File: config.mk
export PLATFORM = sky130hd
export DESIGN_NAME = rmth_ctrl
export DESIGN_NICKNAME = d
export VERILOG_FILES = /design/src/design/rmth_pkg.sv /design/src/design/rmth_ctrl.sv
export SDC_FILE = /design/constraint.sdc
export NUM_CORES = 1
export LEC_CHECK = 0
export ABC_AREA = 1
export CORE_MARGIN = 3
export CORE_UTILIZATION = 35
export DETAILED_ROUTE_END_ITERATION = 6
export DONT_BUFFER_PORTS = 1
export PLACE_DENSITY = 0.51
export SYNTH_ARGS = -nofsm -noshare
export SYNTH_HDL_FRONTEND = slang
export SYNTH_SLANG_ARGS = --single-unit
File: constraint.sdc
create_clock -name clk -period 2.8 [get_ports clk]
set_input_delay 0.14 -clock clk [delete_from_list [all_inputs] [get_ports clk]]
set_output_delay 0.14 -clock clk [all_outputs]
set_load 0.1 [all_outputs]
File: src/design/rmth_pkg.sv
package rmth_pkg;

  localparam int HALF_DEPTH_DEF = 512;
  localparam int VALUE_BITS_DEF = 32;

  localparam logic [1:0] KIND_INSERT = 2'd0;
  localparam logic [1:0] KIND_TAKE   = 2'd1;
  localparam logic [1:0] KIND_CLEAR  = 2'd2;
  localparam logic [1:0] KIND_UNUSED = 2'd3;

  localparam logic [1:0] ST_DONE   = 2'd0;
  localparam logic [1:0] ST_MEDIAN = 2'd1;
  localparam logic [1:0] ST_EMPTY  = 2'd2;
  localparam logic [1:0] ST_FULL   = 2'd3;

  localparam logic HEAP_LOWER = 1'b0;
  localparam logic HEAP_UPPER = 1'b1;

  typedef struct packed {
    logic [1:0]          kind;
    logic signed [31:0]  value;
  } in_word_t;

  typedef struct packed {
    logic signed [31:0]  median;
    logic [1:0]          status;
  } out_word_t;

  typedef enum logic [1:0] {KEY_IN, KEY_T, KEY_RD} key_src_t;
  typedef enum logic [1:0] {RA_PARENT, RA_LAST, RA_CHILD1, RA_CHILD2} raddr_sel_t;
  typedef enum logic [1:0] {WS_KEY, WS_RD, WS_BEST} wsrc_t;
  typedef enum logic [1:0] {IDX_HOLD, IDX_PARENT, IDX_BEST, IDX_ZERO} idx_src_t;
  typedef enum logic [1:0] {BEST_HOLD, BEST_C1, BEST_C2} best_sel_t;

  typedef struct packed {
    logic        cap_in;
    logic        sel;
    logic        key_ld;
    key_src_t    key_src;
    logic        push_init;
    logic        pop_init;
    logic        rd_en;
    raddr_sel_t  raddr;
    logic        wr_en;
    wsrc_t       wsrc;
    idx_src_t    idx_src;
    best_sel_t   best_sel;
    logic        clear;
    logic        res_ld;
    logic [1:0]  res_status;
  } dp_cmd_t;

  typedef struct packed {
    logic [1:0]  kind;
    logic        full;
    logic        empty;
    logic        take_upper;
    logic        ins_rot;
    logic        ins_heap;
    logic        idx_zero;
    logic        key_ahead;
    logic        pop_last;
    logic        has_c1;
    logic        has_c2;
    logic        best_ahead;
    logic        out_free;
  } dp_stat_t;

endpackage

File: src/design/rmth_ctrl.sv
module rmth_ctrl (
  input  logic               clk,
  input  logic               rst_n,
  input  logic               in_valid,
  output logic               in_stall,
  input  rmth_pkg::dp_stat_t stat,
  output rmth_pkg::dp_cmd_t  cmd
);
  import rmth_pkg::*;

  typedef enum logic [3:0] {
    S_IDLE, S_DISP,
    S_PU_INIT, S_PU_CHK, S_PU_CMP, S_PU_WR,
    S_PO_INIT, S_PO_KEY, S_PO_CHK, S_PO_C1, S_PO_C2, S_PO_CMP, S_PO_WR,
    S_RES
  } state_t;

  typedef enum logic [1:0] {PH_TAKE, PH_ROT1, PH_ROT2, PH_LAST} phase_t;

  state_t     state_r, state_nxt;
  phase_t     phase_r, phase_nxt;
  logic       sel_r, sel_nxt;
  logic       rot_r, rot_nxt;
  logic [1:0] res_st_r, res_st_nxt;
  logic       pop_done, push_done;

  always_comb begin
    state_nxt  = state_r;
    phase_nxt  = phase_r;
    sel_nxt    = sel_r;
    rot_nxt    = rot_r;
    res_st_nxt = res_st_r;
    pop_done   = 1'b0;
    push_done  = 1'b0;
    cmd        = '0;
    cmd.sel    = sel_r;
    unique case (state_r)
      S_IDLE: begin
        if (in_valid) begin
          cmd.cap_in = 1'b1;
          state_nxt  = S_DISP;
        end
      end
      S_DISP: begin
        unique case (stat.kind)
          KIND_INSERT: begin
            if (stat.full) begin
              res_st_nxt = ST_FULL;
              state_nxt  = S_RES;
            end else begin
              sel_nxt   = stat.ins_heap;
              rot_nxt   = stat.ins_heap;
              phase_nxt = stat.ins_rot ? PH_ROT1 : PH_LAST;
              state_nxt = stat.ins_rot ? S_PO_INIT : S_PU_INIT;
            end
          end
          KIND_TAKE: begin
            if (stat.empty) begin
              res_st_nxt = ST_EMPTY;
              state_nxt  = S_RES;
            end else begin
              sel_nxt   = stat.take_upper;
              phase_nxt = PH_TAKE;
              state_nxt = S_PO_INIT;
            end
          end
          KIND_CLEAR: begin
            cmd.clear  = 1'b1;
            res_st_nxt = ST_DONE;
            state_nxt  = S_RES;
          end
          default: begin
            res_st_nxt = ST_DONE;
            state_nxt  = S_RES;
          end
        endcase
      end
      S_PU_INIT: begin
        cmd.key_ld    = 1'b1;
        cmd.key_src   = (phase_r == PH_ROT2) ? KEY_T : KEY_IN;
        cmd.push_init = 1'b1;
        state_nxt     = S_PU_CHK;
      end
      S_PU_CHK: begin
        if (stat.idx_zero) begin
          state_nxt = S_PU_WR;
        end else begin
          cmd.rd_en = 1'b1;
          cmd.raddr = RA_PARENT;
          state_nxt = S_PU_CMP;
        end
      end
      S_PU_CMP: begin
        if (stat.key_ahead) begin
          cmd.wr_en   = 1'b1;
          cmd.wsrc    = WS_RD;
          cmd.idx_src = IDX_PARENT;
          state_nxt   = S_PU_CHK;
        end else begin
          state_nxt = S_PU_WR;
        end
      end
      S_PU_WR: begin
        cmd.wr_en = 1'b1;
        cmd.wsrc  = WS_KEY;
        push_done = 1'b1;
      end
      S_PO_INIT: begin
        cmd.pop_init = 1'b1;
        if (stat.pop_last) begin
          pop_done = 1'b1;
        end else begin
          cmd.rd_en = 1'b1;
          cmd.raddr = RA_LAST;
          state_nxt = S_PO_KEY;
        end
      end
      S_PO_KEY: begin
        cmd.key_ld  = 1'b1;
        cmd.key_src = KEY_RD;
        cmd.idx_src = IDX_ZERO;
        state_nxt   = S_PO_CHK;
      end
      S_PO_CHK: begin
        if (stat.has_c1) begin
          cmd.rd_en = 1'b1;
          cmd.raddr = RA_CHILD1;
          state_nxt = S_PO_C1;
        end else begin
          state_nxt = S_PO_WR;
        end
      end
      S_PO_C1: begin
        cmd.best_sel = BEST_C1;
        if (stat.has_c2) begin
          cmd.rd_en = 1'b1;
          cmd.raddr = RA_CHILD2;
          state_nxt = S_PO_C2;
        end else begin
          state_nxt = S_PO_CMP;
        end
      end
      S_PO_C2: begin
        cmd.best_sel = BEST_C2;
        state_nxt    = S_PO_CMP;
      end
      S_PO_CMP: begin
        if (stat.best_ahead) begin
          cmd.wr_en   = 1'b1;
          cmd.wsrc    = WS_BEST;
          cmd.idx_src = IDX_BEST;
          state_nxt   = S_PO_CHK;
        end else begin
          state_nxt = S_PO_WR;
        end
      end
      S_PO_WR: begin
        cmd.wr_en = 1'b1;
        cmd.wsrc  = WS_KEY;
        pop_done  = 1'b1;
      end
      S_RES: begin
        if (stat.out_free) begin
          cmd.res_ld     = 1'b1;
          cmd.res_status = res_st_r;
          state_nxt      = S_IDLE;
        end
      end
      default: state_nxt = S_IDLE;
    endcase

    // chain the heap operations of one command
    if (pop_done) begin
      if (phase_r == PH_ROT1) begin
        sel_nxt   = ~rot_r;
        phase_nxt = PH_ROT2;
        state_nxt = S_PU_INIT;
      end else begin
        res_st_nxt = ST_MEDIAN;
        state_nxt  = S_RES;
      end
    end
    if (push_done) begin
      if (phase_r == PH_ROT2) begin
        sel_nxt   = rot_r;
        phase_nxt = PH_LAST;
        state_nxt = S_PU_INIT;
      end else begin
        res_st_nxt = ST_DONE;
        state_nxt  = S_RES;
      end
    end
  end

  always_ff @(posedge clk) begin
    if (!rst_n) begin
      state_r  <= S_IDLE;
      phase_r  <= PH_LAST;
      sel_r    <= HEAP_LOWER;
      rot_r    <= HEAP_LOWER;
      res_st_r <= ST_DONE;
    end else begin
      state_r  <= state_nxt;
      phase_r  <= phase_nxt;
      sel_r    <= sel_nxt;
      rot_r    <= rot_nxt;
      res_st_r <= res_st_nxt;
    end
  end

  assign in_stall = (state_r != S_IDLE);

endmodule

# Word level (Yosys, flattened, before mapping)
# Cells that the tools add are included.
[classes]
bitwise_logic = 2
n_reduce_logical = 6
eq_ne = 21
muxes = 65
[ops]
columns = ["cell", "count"]
rows = [
  ["4-bit one-hot mux with 13 select lines", 1],
  ["4-bit two-way mux", 9],
  ["2-bit two-way mux", 15],
  ["3-bit two-way mux", 10],
  ["4-bit equality test, second input constant", 6],
  ["1-bit two-way mux", 18],
  ["4-bit by 3-bit equality test with 1-bit output, second input constant", 4],
  ["4-bit != test, second input constant", 3],
  ["2-bit one-hot mux with 2 select lines", 3],
  ["3-bit one-hot mux with 4 select lines", 1],
  ["5-bit two-way mux", 2],
  ["3-bit one-hot mux with 3 select lines", 1],
  ["4-bit by 2-bit equality test with 1-bit output, second input constant", 2],
  ["4-bit one-hot mux with 2 select lines", 1],
  ["2-bit one-hot mux with 3 select lines", 1],
  ["3-bit one-hot mux with 2 select lines", 1],
  ["2-bit by 1-bit equality test with 1-bit output, second input constant", 2],
  ["2-bit equality test, second input constant", 2],
  ["4-bit by 1-bit equality test with 1-bit output, second input constant", 1],
  ["4-bit logical NOT", 1],
  ["1-bit one-hot mux with 2 select lines", 2],
  ["4-bit AND reduction", 1],
  ["4-bit nonzero test", 1],
  ["3-bit by 1-bit != test with 1-bit output, second input constant", 1],
  ["other kinds (4)", 5],
]
[word_totals]
wordCells = 99
output_inout_bits = 22
reg_bits = 10
input_bits = 17

# Logic depth before layout (Yosys ltp)
# Gate-level depths: netlist of run 1.
[depth]
depth_word = 8
mapped_depth = 12
depth_no_buf = 12

# Worst setup path before layout of run 1
# No wires, ideal clock.
[synth_path]
path_type = "register -> output"
start = "reg state_r[2]"
end = "out cmd[16] in the netlist's numbering"
arrival_ns = 3.370
path_stages_with_launch = 6
required_ns = 2.660
slack_ns = -0.710
path_cell_list = "dfxtp_1 nor2_2 inv_1 nor2_1 inv_1 nor2_1"
[synth_lines]
columns = ["element", "line_no", "text"]
rows = [
  ["from (decl)", "rmth_ctrl.sv:20", "state_t state_r, state_nxt;"],
  ["from (signal assigned)", "rmth_ctrl.sv:203", "state_r <= state_nxt;"],
  ["to (decl)", "rmth_ctrl.sv:7", "output rmth_pkg::dp_cmd_t cmd"],
]

==> results of run 1 <==
repair_timing:
item / 4_1_cts / 5_1_grt
setup endpoints to repair: 0 / 0
hold buffers: 1 / 1
endpoints found under the hold margin: 2 / 1
routing by layer:
layer	vias up	GRT usage, %	wire [um]
li1	574	-	-
met1	484	18.1	1080
met2	44	32.3	1390
met3	4	2.49	175
met4	0	4.97	26
met5	-	0	0
logic make-up (layout without fill, tap and decap cells):
family / after synthesis / count (layout) / synth area share (%)
AND/OR/NAND/NOR: 97 / 97 / 46.6
buffers and inverters: 38 / 62 / 16.2
AO/OA/AOI/OAI: 23 / 23 / 15.1
flip-flops: 10 / 10 / 22.0
where the power goes:
group / switching [mW] / internal [mW] / total (mW)
logic: 0.824 / 0.230 / 1.05
clock network: 0.0514 / 0.0789 / 0.130
registers: 0.0508 / 0.178 / 0.229
worst max-delay path: stages (launching register included):
cell and delay, ps:
dfxtp_1 440, inv_2 90, nor2_4 170, nand2_1 90, inv_1 80, buf_4 290
nand2_1 160, o2111ai_2 110, buf_4 310
final timing paths:
path,endpoint,slack (ps),cells past startpoint
max reg2reg,state_r[0],1300,7
max,cmd[13],650,8
min,rot_r,40,2
min reg2reg,rot_r,500,2
cell usage in the layout, fill, tap and decap left out:
master / instances
nand4_1: 3
nand3_1: 8
dfxtp_1: 10
o2111ai_2: 2
nor3_1: 1
o21ai_0: 6
o21ai_2: 1
buf_4: 19
inv_2: 4
o2111ai_1: 1
nand2_2: 2
clkinv_2: 1
dlygate4sd3_1: 2
nor3_4: 1
nor2_2: 9
nor2_1: 16
inv_1: 32
nand3b_1: 3
nor2_4: 2
a221oi_1: 1
nand2_1: 51
a21oi_1: 8
clkbuf_4: 3
clkbuf_8: 1
nor3b_1: 1
a22oi_1: 1
o22ai_1: 1
o21ai_1: 2
per-stage QoR:
step	instance area [sq um]	std cells
2_1_floorplan	925	168
3_3_place_gp	1120	214
3_5_place_dp	1120	214
4_1_cts	1170	219
5_1_grt	1180	220
6_report	1180	220
state kept, by name, summed over array words and instances, names as in the netlist:
signal and cells:
res_st_r 2, state_r 4, rot_r 1, sel_r 1, phase_r 2
final cells by class:
cell class	count	area, sq um	share of cell area, %
Clock buffer	4	36.3	3.08
Inverter	37	140	11.9
Multi-Input combinational cell	120	603	51.2
Sequential cell	10	200	17.0
Tap cell	28	35.0	2.98
Timing Repair Buffer	21	163	13.8
==> flow_metrics.py, run 1 <==
metrics = {
    "place": {
        "port_buffers": 0,
        "dpl.hpwl_mm": 2.30,
        "gp_congestion": 0.882,
        "dp_slack_ps": 964,
    },
    "clock_network": {
        "h-tree-depth": 1,
        "clock_sinks": 10,
        "cts_max_path_buffers": 2,
        "cts_setup_buffers": 0,
        "ctsResizeCount": 0,
        "worst_skew_pair.late_latency_ps": 270,
        "cts.clk_slew.worst_paths_ps": 70,
        "numCtsBuffers": 3,
        "cts_tree": "done",
        "root_buffer": "clkbuf_4",
    },
    "worst_hold_path": {
        "hp-class": "input pin to register",
        "min_from": "rst_n",
    },
    "timing": {
        "period_minus_slack_ps": 2150,
        "fin_hold_ws_ps": 38.2,
        "fin_skew_ps": 9.60,
        "finalCritPeriodShare_pct": 76.6,
        "clock.fmax_mhz": 466,
        "tightest_slew_ps": 826,
        "fin_setup_tns_ps": 0,
        "max_slew_margin_pct": 44.9,
        "finalHoldViolations": 0,
        "setup_viol": 0,
        "setup_slack_ps": 654,
        "rsz0062_at_grt": "false",
        "slew_viol_final": 0,
    },
    "logic_synthesis": {
        "synth_area_leader_cell": "dfxtp_1",
        "synth_warnings": 0,
        "synth_commonest_cells": "51 x nand2_1, 32 x inv_1, 23 x nor2_1",
        "ys.flop_type": "dfxtp_1",
        "ys_async_sr_fraction_pct": 0,
        "synth_seq_cells": 10,
        "synthCells": 168,
        "seq_area_frac_synth_pct": 22.0,
        "syn_avg_cell_area_sq_um": 5.41,
        "synth_edf_count": 0,
        "synth.most_common_cell": "nand2_1",
        "synth_top_area_share_pct": 22.0,
        "synth.distinct_cells": 23,
        "syn-cell-area_sq_um": 910,
        "synth.area.top_cells": "dfxtp_1 22%, nand2_1 21%, inv_1 13%",
        "synth_nets": 185,
    },
    "final_layout": {
        "nFillCells": 259,
        "diodes": 0,
        "drive_gt1_share_pct": 23.4,
        "area_delta_synth_final_pct": 29.4,
        "final_core_util_pct": 50.3,
        "nets": 210,
    },
    "die": {
        "core_area_sq_um": 2340,
        "num_rows": 17,
        "die-area_sq_um": 3250,
        "start_util_pct": 38.9,
        "fp.dieW_um": 57.0,
        "io_pins": 39,
        "die_h_um": 57.0,
    },
    "worst_setup_path": {
        "crit_start": "state_r[3]",
        "worstSetupStartpointType": "register",
        "end_kind": "primary output",
        "worstPathMaxFanout": 8,
        "required_ps": 2660,
        "arrival_ps": 2010,
        "worst-setup-path-type": "register to primary output",
        "rr_startpoint": "state_r[2]",
    },
    "power": {
        "p_per_area_nw_per_um2": 1200,
        "p_leak_nw": 0.696,
        "power_mw": 1.41,
        "ir_drop_v": 0.000638,
    },
    "drt": {
        "vias": 1106,
        "wl_mm": 2.67,
        "firstDrtPassIters": 5,
        "drt-initial-drc-count": 18,
        "post-route-drc-count": 0,
        "ant_nets": 0,
        "drt-wirelength-per-cell_um": 12.2,
        "vias_per_cell": 5.03,
    },
    "global_routing": {
        "grt_use_total_pct": 16.6,
        "grt_pass1_wl_mm": 4.32,
        "grt_overflow": 0,
        "first_global_vias": 1010,
        "grt_start_max_net_pins": 9,
        "antenna_found_initial": 0,
    },
    "flow_run": {
        "max_cap_violations": 0,
    },
    "status": {
        "status": "finished, final reports clean",
    },
}
No activity file was read; power rests on OpenSTA's default activity.
==> run 2: changes to the inputs <==
--- a/config.mk
+++ b/config.mk
@@ -5,7 +5,7 @@
 export SDC_FILE = /design/constraint.sdc
 export NUM_CORES = 1
 export LEC_CHECK = 0
-export ABC_AREA = 1
+export ABC_AREA = 0
 export CORE_MARGIN = 3
 export CORE_UTILIZATION = 35
 export DETAILED_ROUTE_END_ITERATION = 6
==> constraint.sdc (replaced) <==
create_clock -name clk -period 2.04 [get_ports clk]
set_input_delay 0.102 -clock clk [delete_from_list [all_inputs] [get_ports clk]]
set_output_delay 0.102 -clock clk [all_outputs]
set_load 0.1 [all_outputs]
==> run 2 against run 1 <==
Effect of this change:
- clock power increased by 38%
- largest power group unchanged
- non-clock buffer count grew 9
- critical path depth fell by 2
==> flow_metrics.py, run 2 <==
metrics = {
    "clock_network": {
        "worst_skew_pair.late_latency_ps": 270,
        "cts_setup_buffers": 0,
        "clock_sinks": 10,
        "h-tree-depth": 1,
        "numCtsBuffers": 3,
        "root_buffer": "clkbuf_4",
        "cts.clk_slew.worst_paths_ps": 70,
        "cts_max_path_buffers": 2,
        "cts_tree": "done",
    },
    "final_layout": {
        "area_delta_synth_final_pct": 45.7,
        "diodes": 0,
        "fin_cells": 199,
        "final_core_util_pct": 55.9,
        "largest_reg_flops": 4,
        "mostFrequentLayoutCells": "21 x buf_4, 15 x nor2_1, 14 x nand2_1, 10 x dfxtp_1, 9 x nand2b_1",
        "drive_gt1_share_pct": 33.1,
        "final_common_cell": "buf_4",
        "nFillCells": 250,
        "top_register": "state_r",
        "largestRegisters": "state_r (4), phase_r (2), res_st_r (2)",
        "multiInputGateArea_sq_um": 832,
        "nets": 187,
        "register_area_sq_um": 200,
    },
    "timing": {
        "setup_slack_ps": 144,
        "period_minus_slack_ps": 1900,
        "tightest_slew_ps": 482,
        "rsz0062_at_grt": "false",
        "max_slew_margin_pct": 67.5,
        "slew_viol_final": 0,
        "clock.fmax_mhz": 527,
        "finalHoldViolations": 0,
        "finalCritPeriodShare_pct": 92.9,
        "fin_skew_ps": 1.76,
        "setup_viol": 0,
    },
    "global_routing": {
        "grt_overflow": 0,
        "grt_pass1_wl_mm": 4.89,
        "first_global_vias": 1065,
        "grt_use_total_pct": 18.5,
        "grt_start_max_net_pins": 21,
        "antenna_found_initial": 0,
    },
    "worst_setup_path": {
        "arrival_ps": 1790,
        "worstSetupStartpointType": "register",
        "cpPeakStageDelay_ps": 320,
        "worstPathMaxFanout": 17,
        "crit_buf_inv": 3,
        "crit_top_cell": "buf_4",
        "worst-setup-path-type": "register to primary output",
        "required_ps": 1940,
        "path_cells": "buf_4 -> nand2b_1 -> buf_4 -> nand2b_1 -> nor2_2 -> buf_4",
        "slowest_stage": "dfxtp_1",
        "worst_path_dominant_cell_family": "buffers and inverters",
        "end_kind": "primary output",
    },
    "logic_synthesis": {
        "synth_warnings": 0,
        "synth.most_common_cell": "nor2_1",
        "synth_area_leader_cell": "dfxtp_1",
        "ys_async_sr_fraction_pct": 0,
        "synth.area.top_cells": "dfxtp_1 20%, nor2_1 9.1%, nand2b_1 6.4%",
        "synth_nets": 161,
        "synth_top_area_share_pct": 20.3,
        "syn_avg_cell_area_sq_um": 6.84,
        "synth_commonest_cells": "24 x nor2_1, 14 x nand2_1, 10 x dfxtp_1, 10 x nand2b_1, 9 x a21oi_1",
        "synth.distinct_cells": 44,
        "syn-cell-area_sq_um": 985,
        "synth_edf_count": 0,
        "ys.flop_type": "dfxtp_1",
        "seq_area_frac_synth_pct": 20.3,
        "synthCells": 144,
        "synth_seq_cells": 10,
    },
    "place": {
        "place_inst": 193,
        "port_buffers": 0,
        "dp_slack_ps": 186,
        "gp_congestion": 0.865,
        "dpl.hpwl_mm": 2.44,
    },
    "drt": {
        "vias": 1164,
        "drt-initial-drc-count": 43,
        "vias_per_cell": 5.85,
        "firstDrtPassIters": 4,
        "ant_nets": 0,
        "wl_mm": 3.13,
        "post-route-drc-count": 0,
        "drt-wirelength-per-cell_um": 15.7,
    },
    "power": {
        "p_comb_share_pct": 78.1,
        "p_leak_nw": 0.559,
        "p_per_area_nw_per_um2": 1440,
        "p_int_mw": 0.877,
        "power_mw": 2.07,
        "swShare_pct": 57.7,
        "sequentialPowerShare_pct": 13.3,
        "clock_power_share_pct": 8.6,
        "p_switching_mw": 1.20,
        "ir_drop_v": 0.000968,
    },
    "die": {
        "io_pins": 39,
        "die-area_sq_um": 3490,
        "die_h_um": 59.0,
        "start_util_pct": 38.4,
        "num_rows": 18,
        "fp.dieW_um": 59.0,
        "core_area_sq_um": 2570,
    },
    "flow_run": {
        "max_cap_violations": 0,
    },
    "worst_hold_path": {
        "hp-class": "input pin to register",
    },
    "status": {
        "status": "finished, final reports clean",
    },
}
run 2: changes by cell type after synthesis, sizes merged, moves of 5 or more:
cell,delta
nand2b,+10
clkbuf,+7
inv,-33
nand2,-39
nand3,-6
nor2b,+5
run 2: power by group through the flow:
stage / Sequential (mW) / Clock (mW) / Combinational, mW
floorplan: 0.282 / 0 / 1.20
finish: 0.276 / 0.179 / 1.62
global route: 0.279 / 0.200 / 1.71
CTS: 0.274 / 0.185 / 1.61
global placement: 0.277 / 0 / 1.59
detailed placement: 0.278 / 0 / 1.60
run 2: cell type report:
class / count / area share (%)
clock buffers: 4 / 2.53
inverters: 3 / 0.785
multi-input cells: 122 / 58.0
flip-flops and latches: 10 / 13.9
well taps: 30 / 2.62
repair buffers: 30 / 22.1
run 2: metal layers:
| layer | track usage, % | vias up | part of all wire, % |
|---|---|---|---|
| met4 | 5.83 | 0 | 1.2 |
| met1 | 24.8 | 546 | 44 |
| met2 | 28.4 | 38 | 48 |
| met5 | 0 | - | 0 |
| met3 | 5.45 | 4 | 7.2 |
| li1 | - | 576 | - |
run 2: worst paths after layout:
| path | start | endpoint | slack (ps) | cells after the start |
|---|---|---|---|---|
| worst min register to register | rot_r | rot_r | 570 | 2 |
| worst max-delay path | state_r[0] | cmd[16] | 140 | 6 |
| worst max register to register | state_r[0] | state_r[2] | 170 | 6 |
| worst min-delay path | rst_n | res_st_r[1] | 30 | 1 |
run 2: stage by stage:
| step | hold WS, ps | instance area, sq um | setup TNS, ps |
|---|---|---|---|
| after floorplan | 228 | 1070 | -846 |
| after global placement | 231 | 1370 | 0 |
| final | 27.3 | 1440 | 0 |
| after detailed placement | 241 | 1370 | 0 |
| after CTS | 19.7 | 1430 | 0 |
| after global routing | 17.8 | 1440 | 0 |
run 2: cell families after synthesis:
kind of cell | share of synthesized area [%]
AO/OA/AOI/OAI | 28.6
AND/OR/NAND/NOR | 42.9
buffers and inverters | 4.96
flip-flops | 20.3
multiplexers | 3.18
run 2: repair_timing:
item / 4_1_cts / 5_1_grt
hold buffers: 2 / 0
resized for setup: 0 / 2
hold endpoints to repair: 5 / 0
endpoints found under the setup margin: 0 / 2
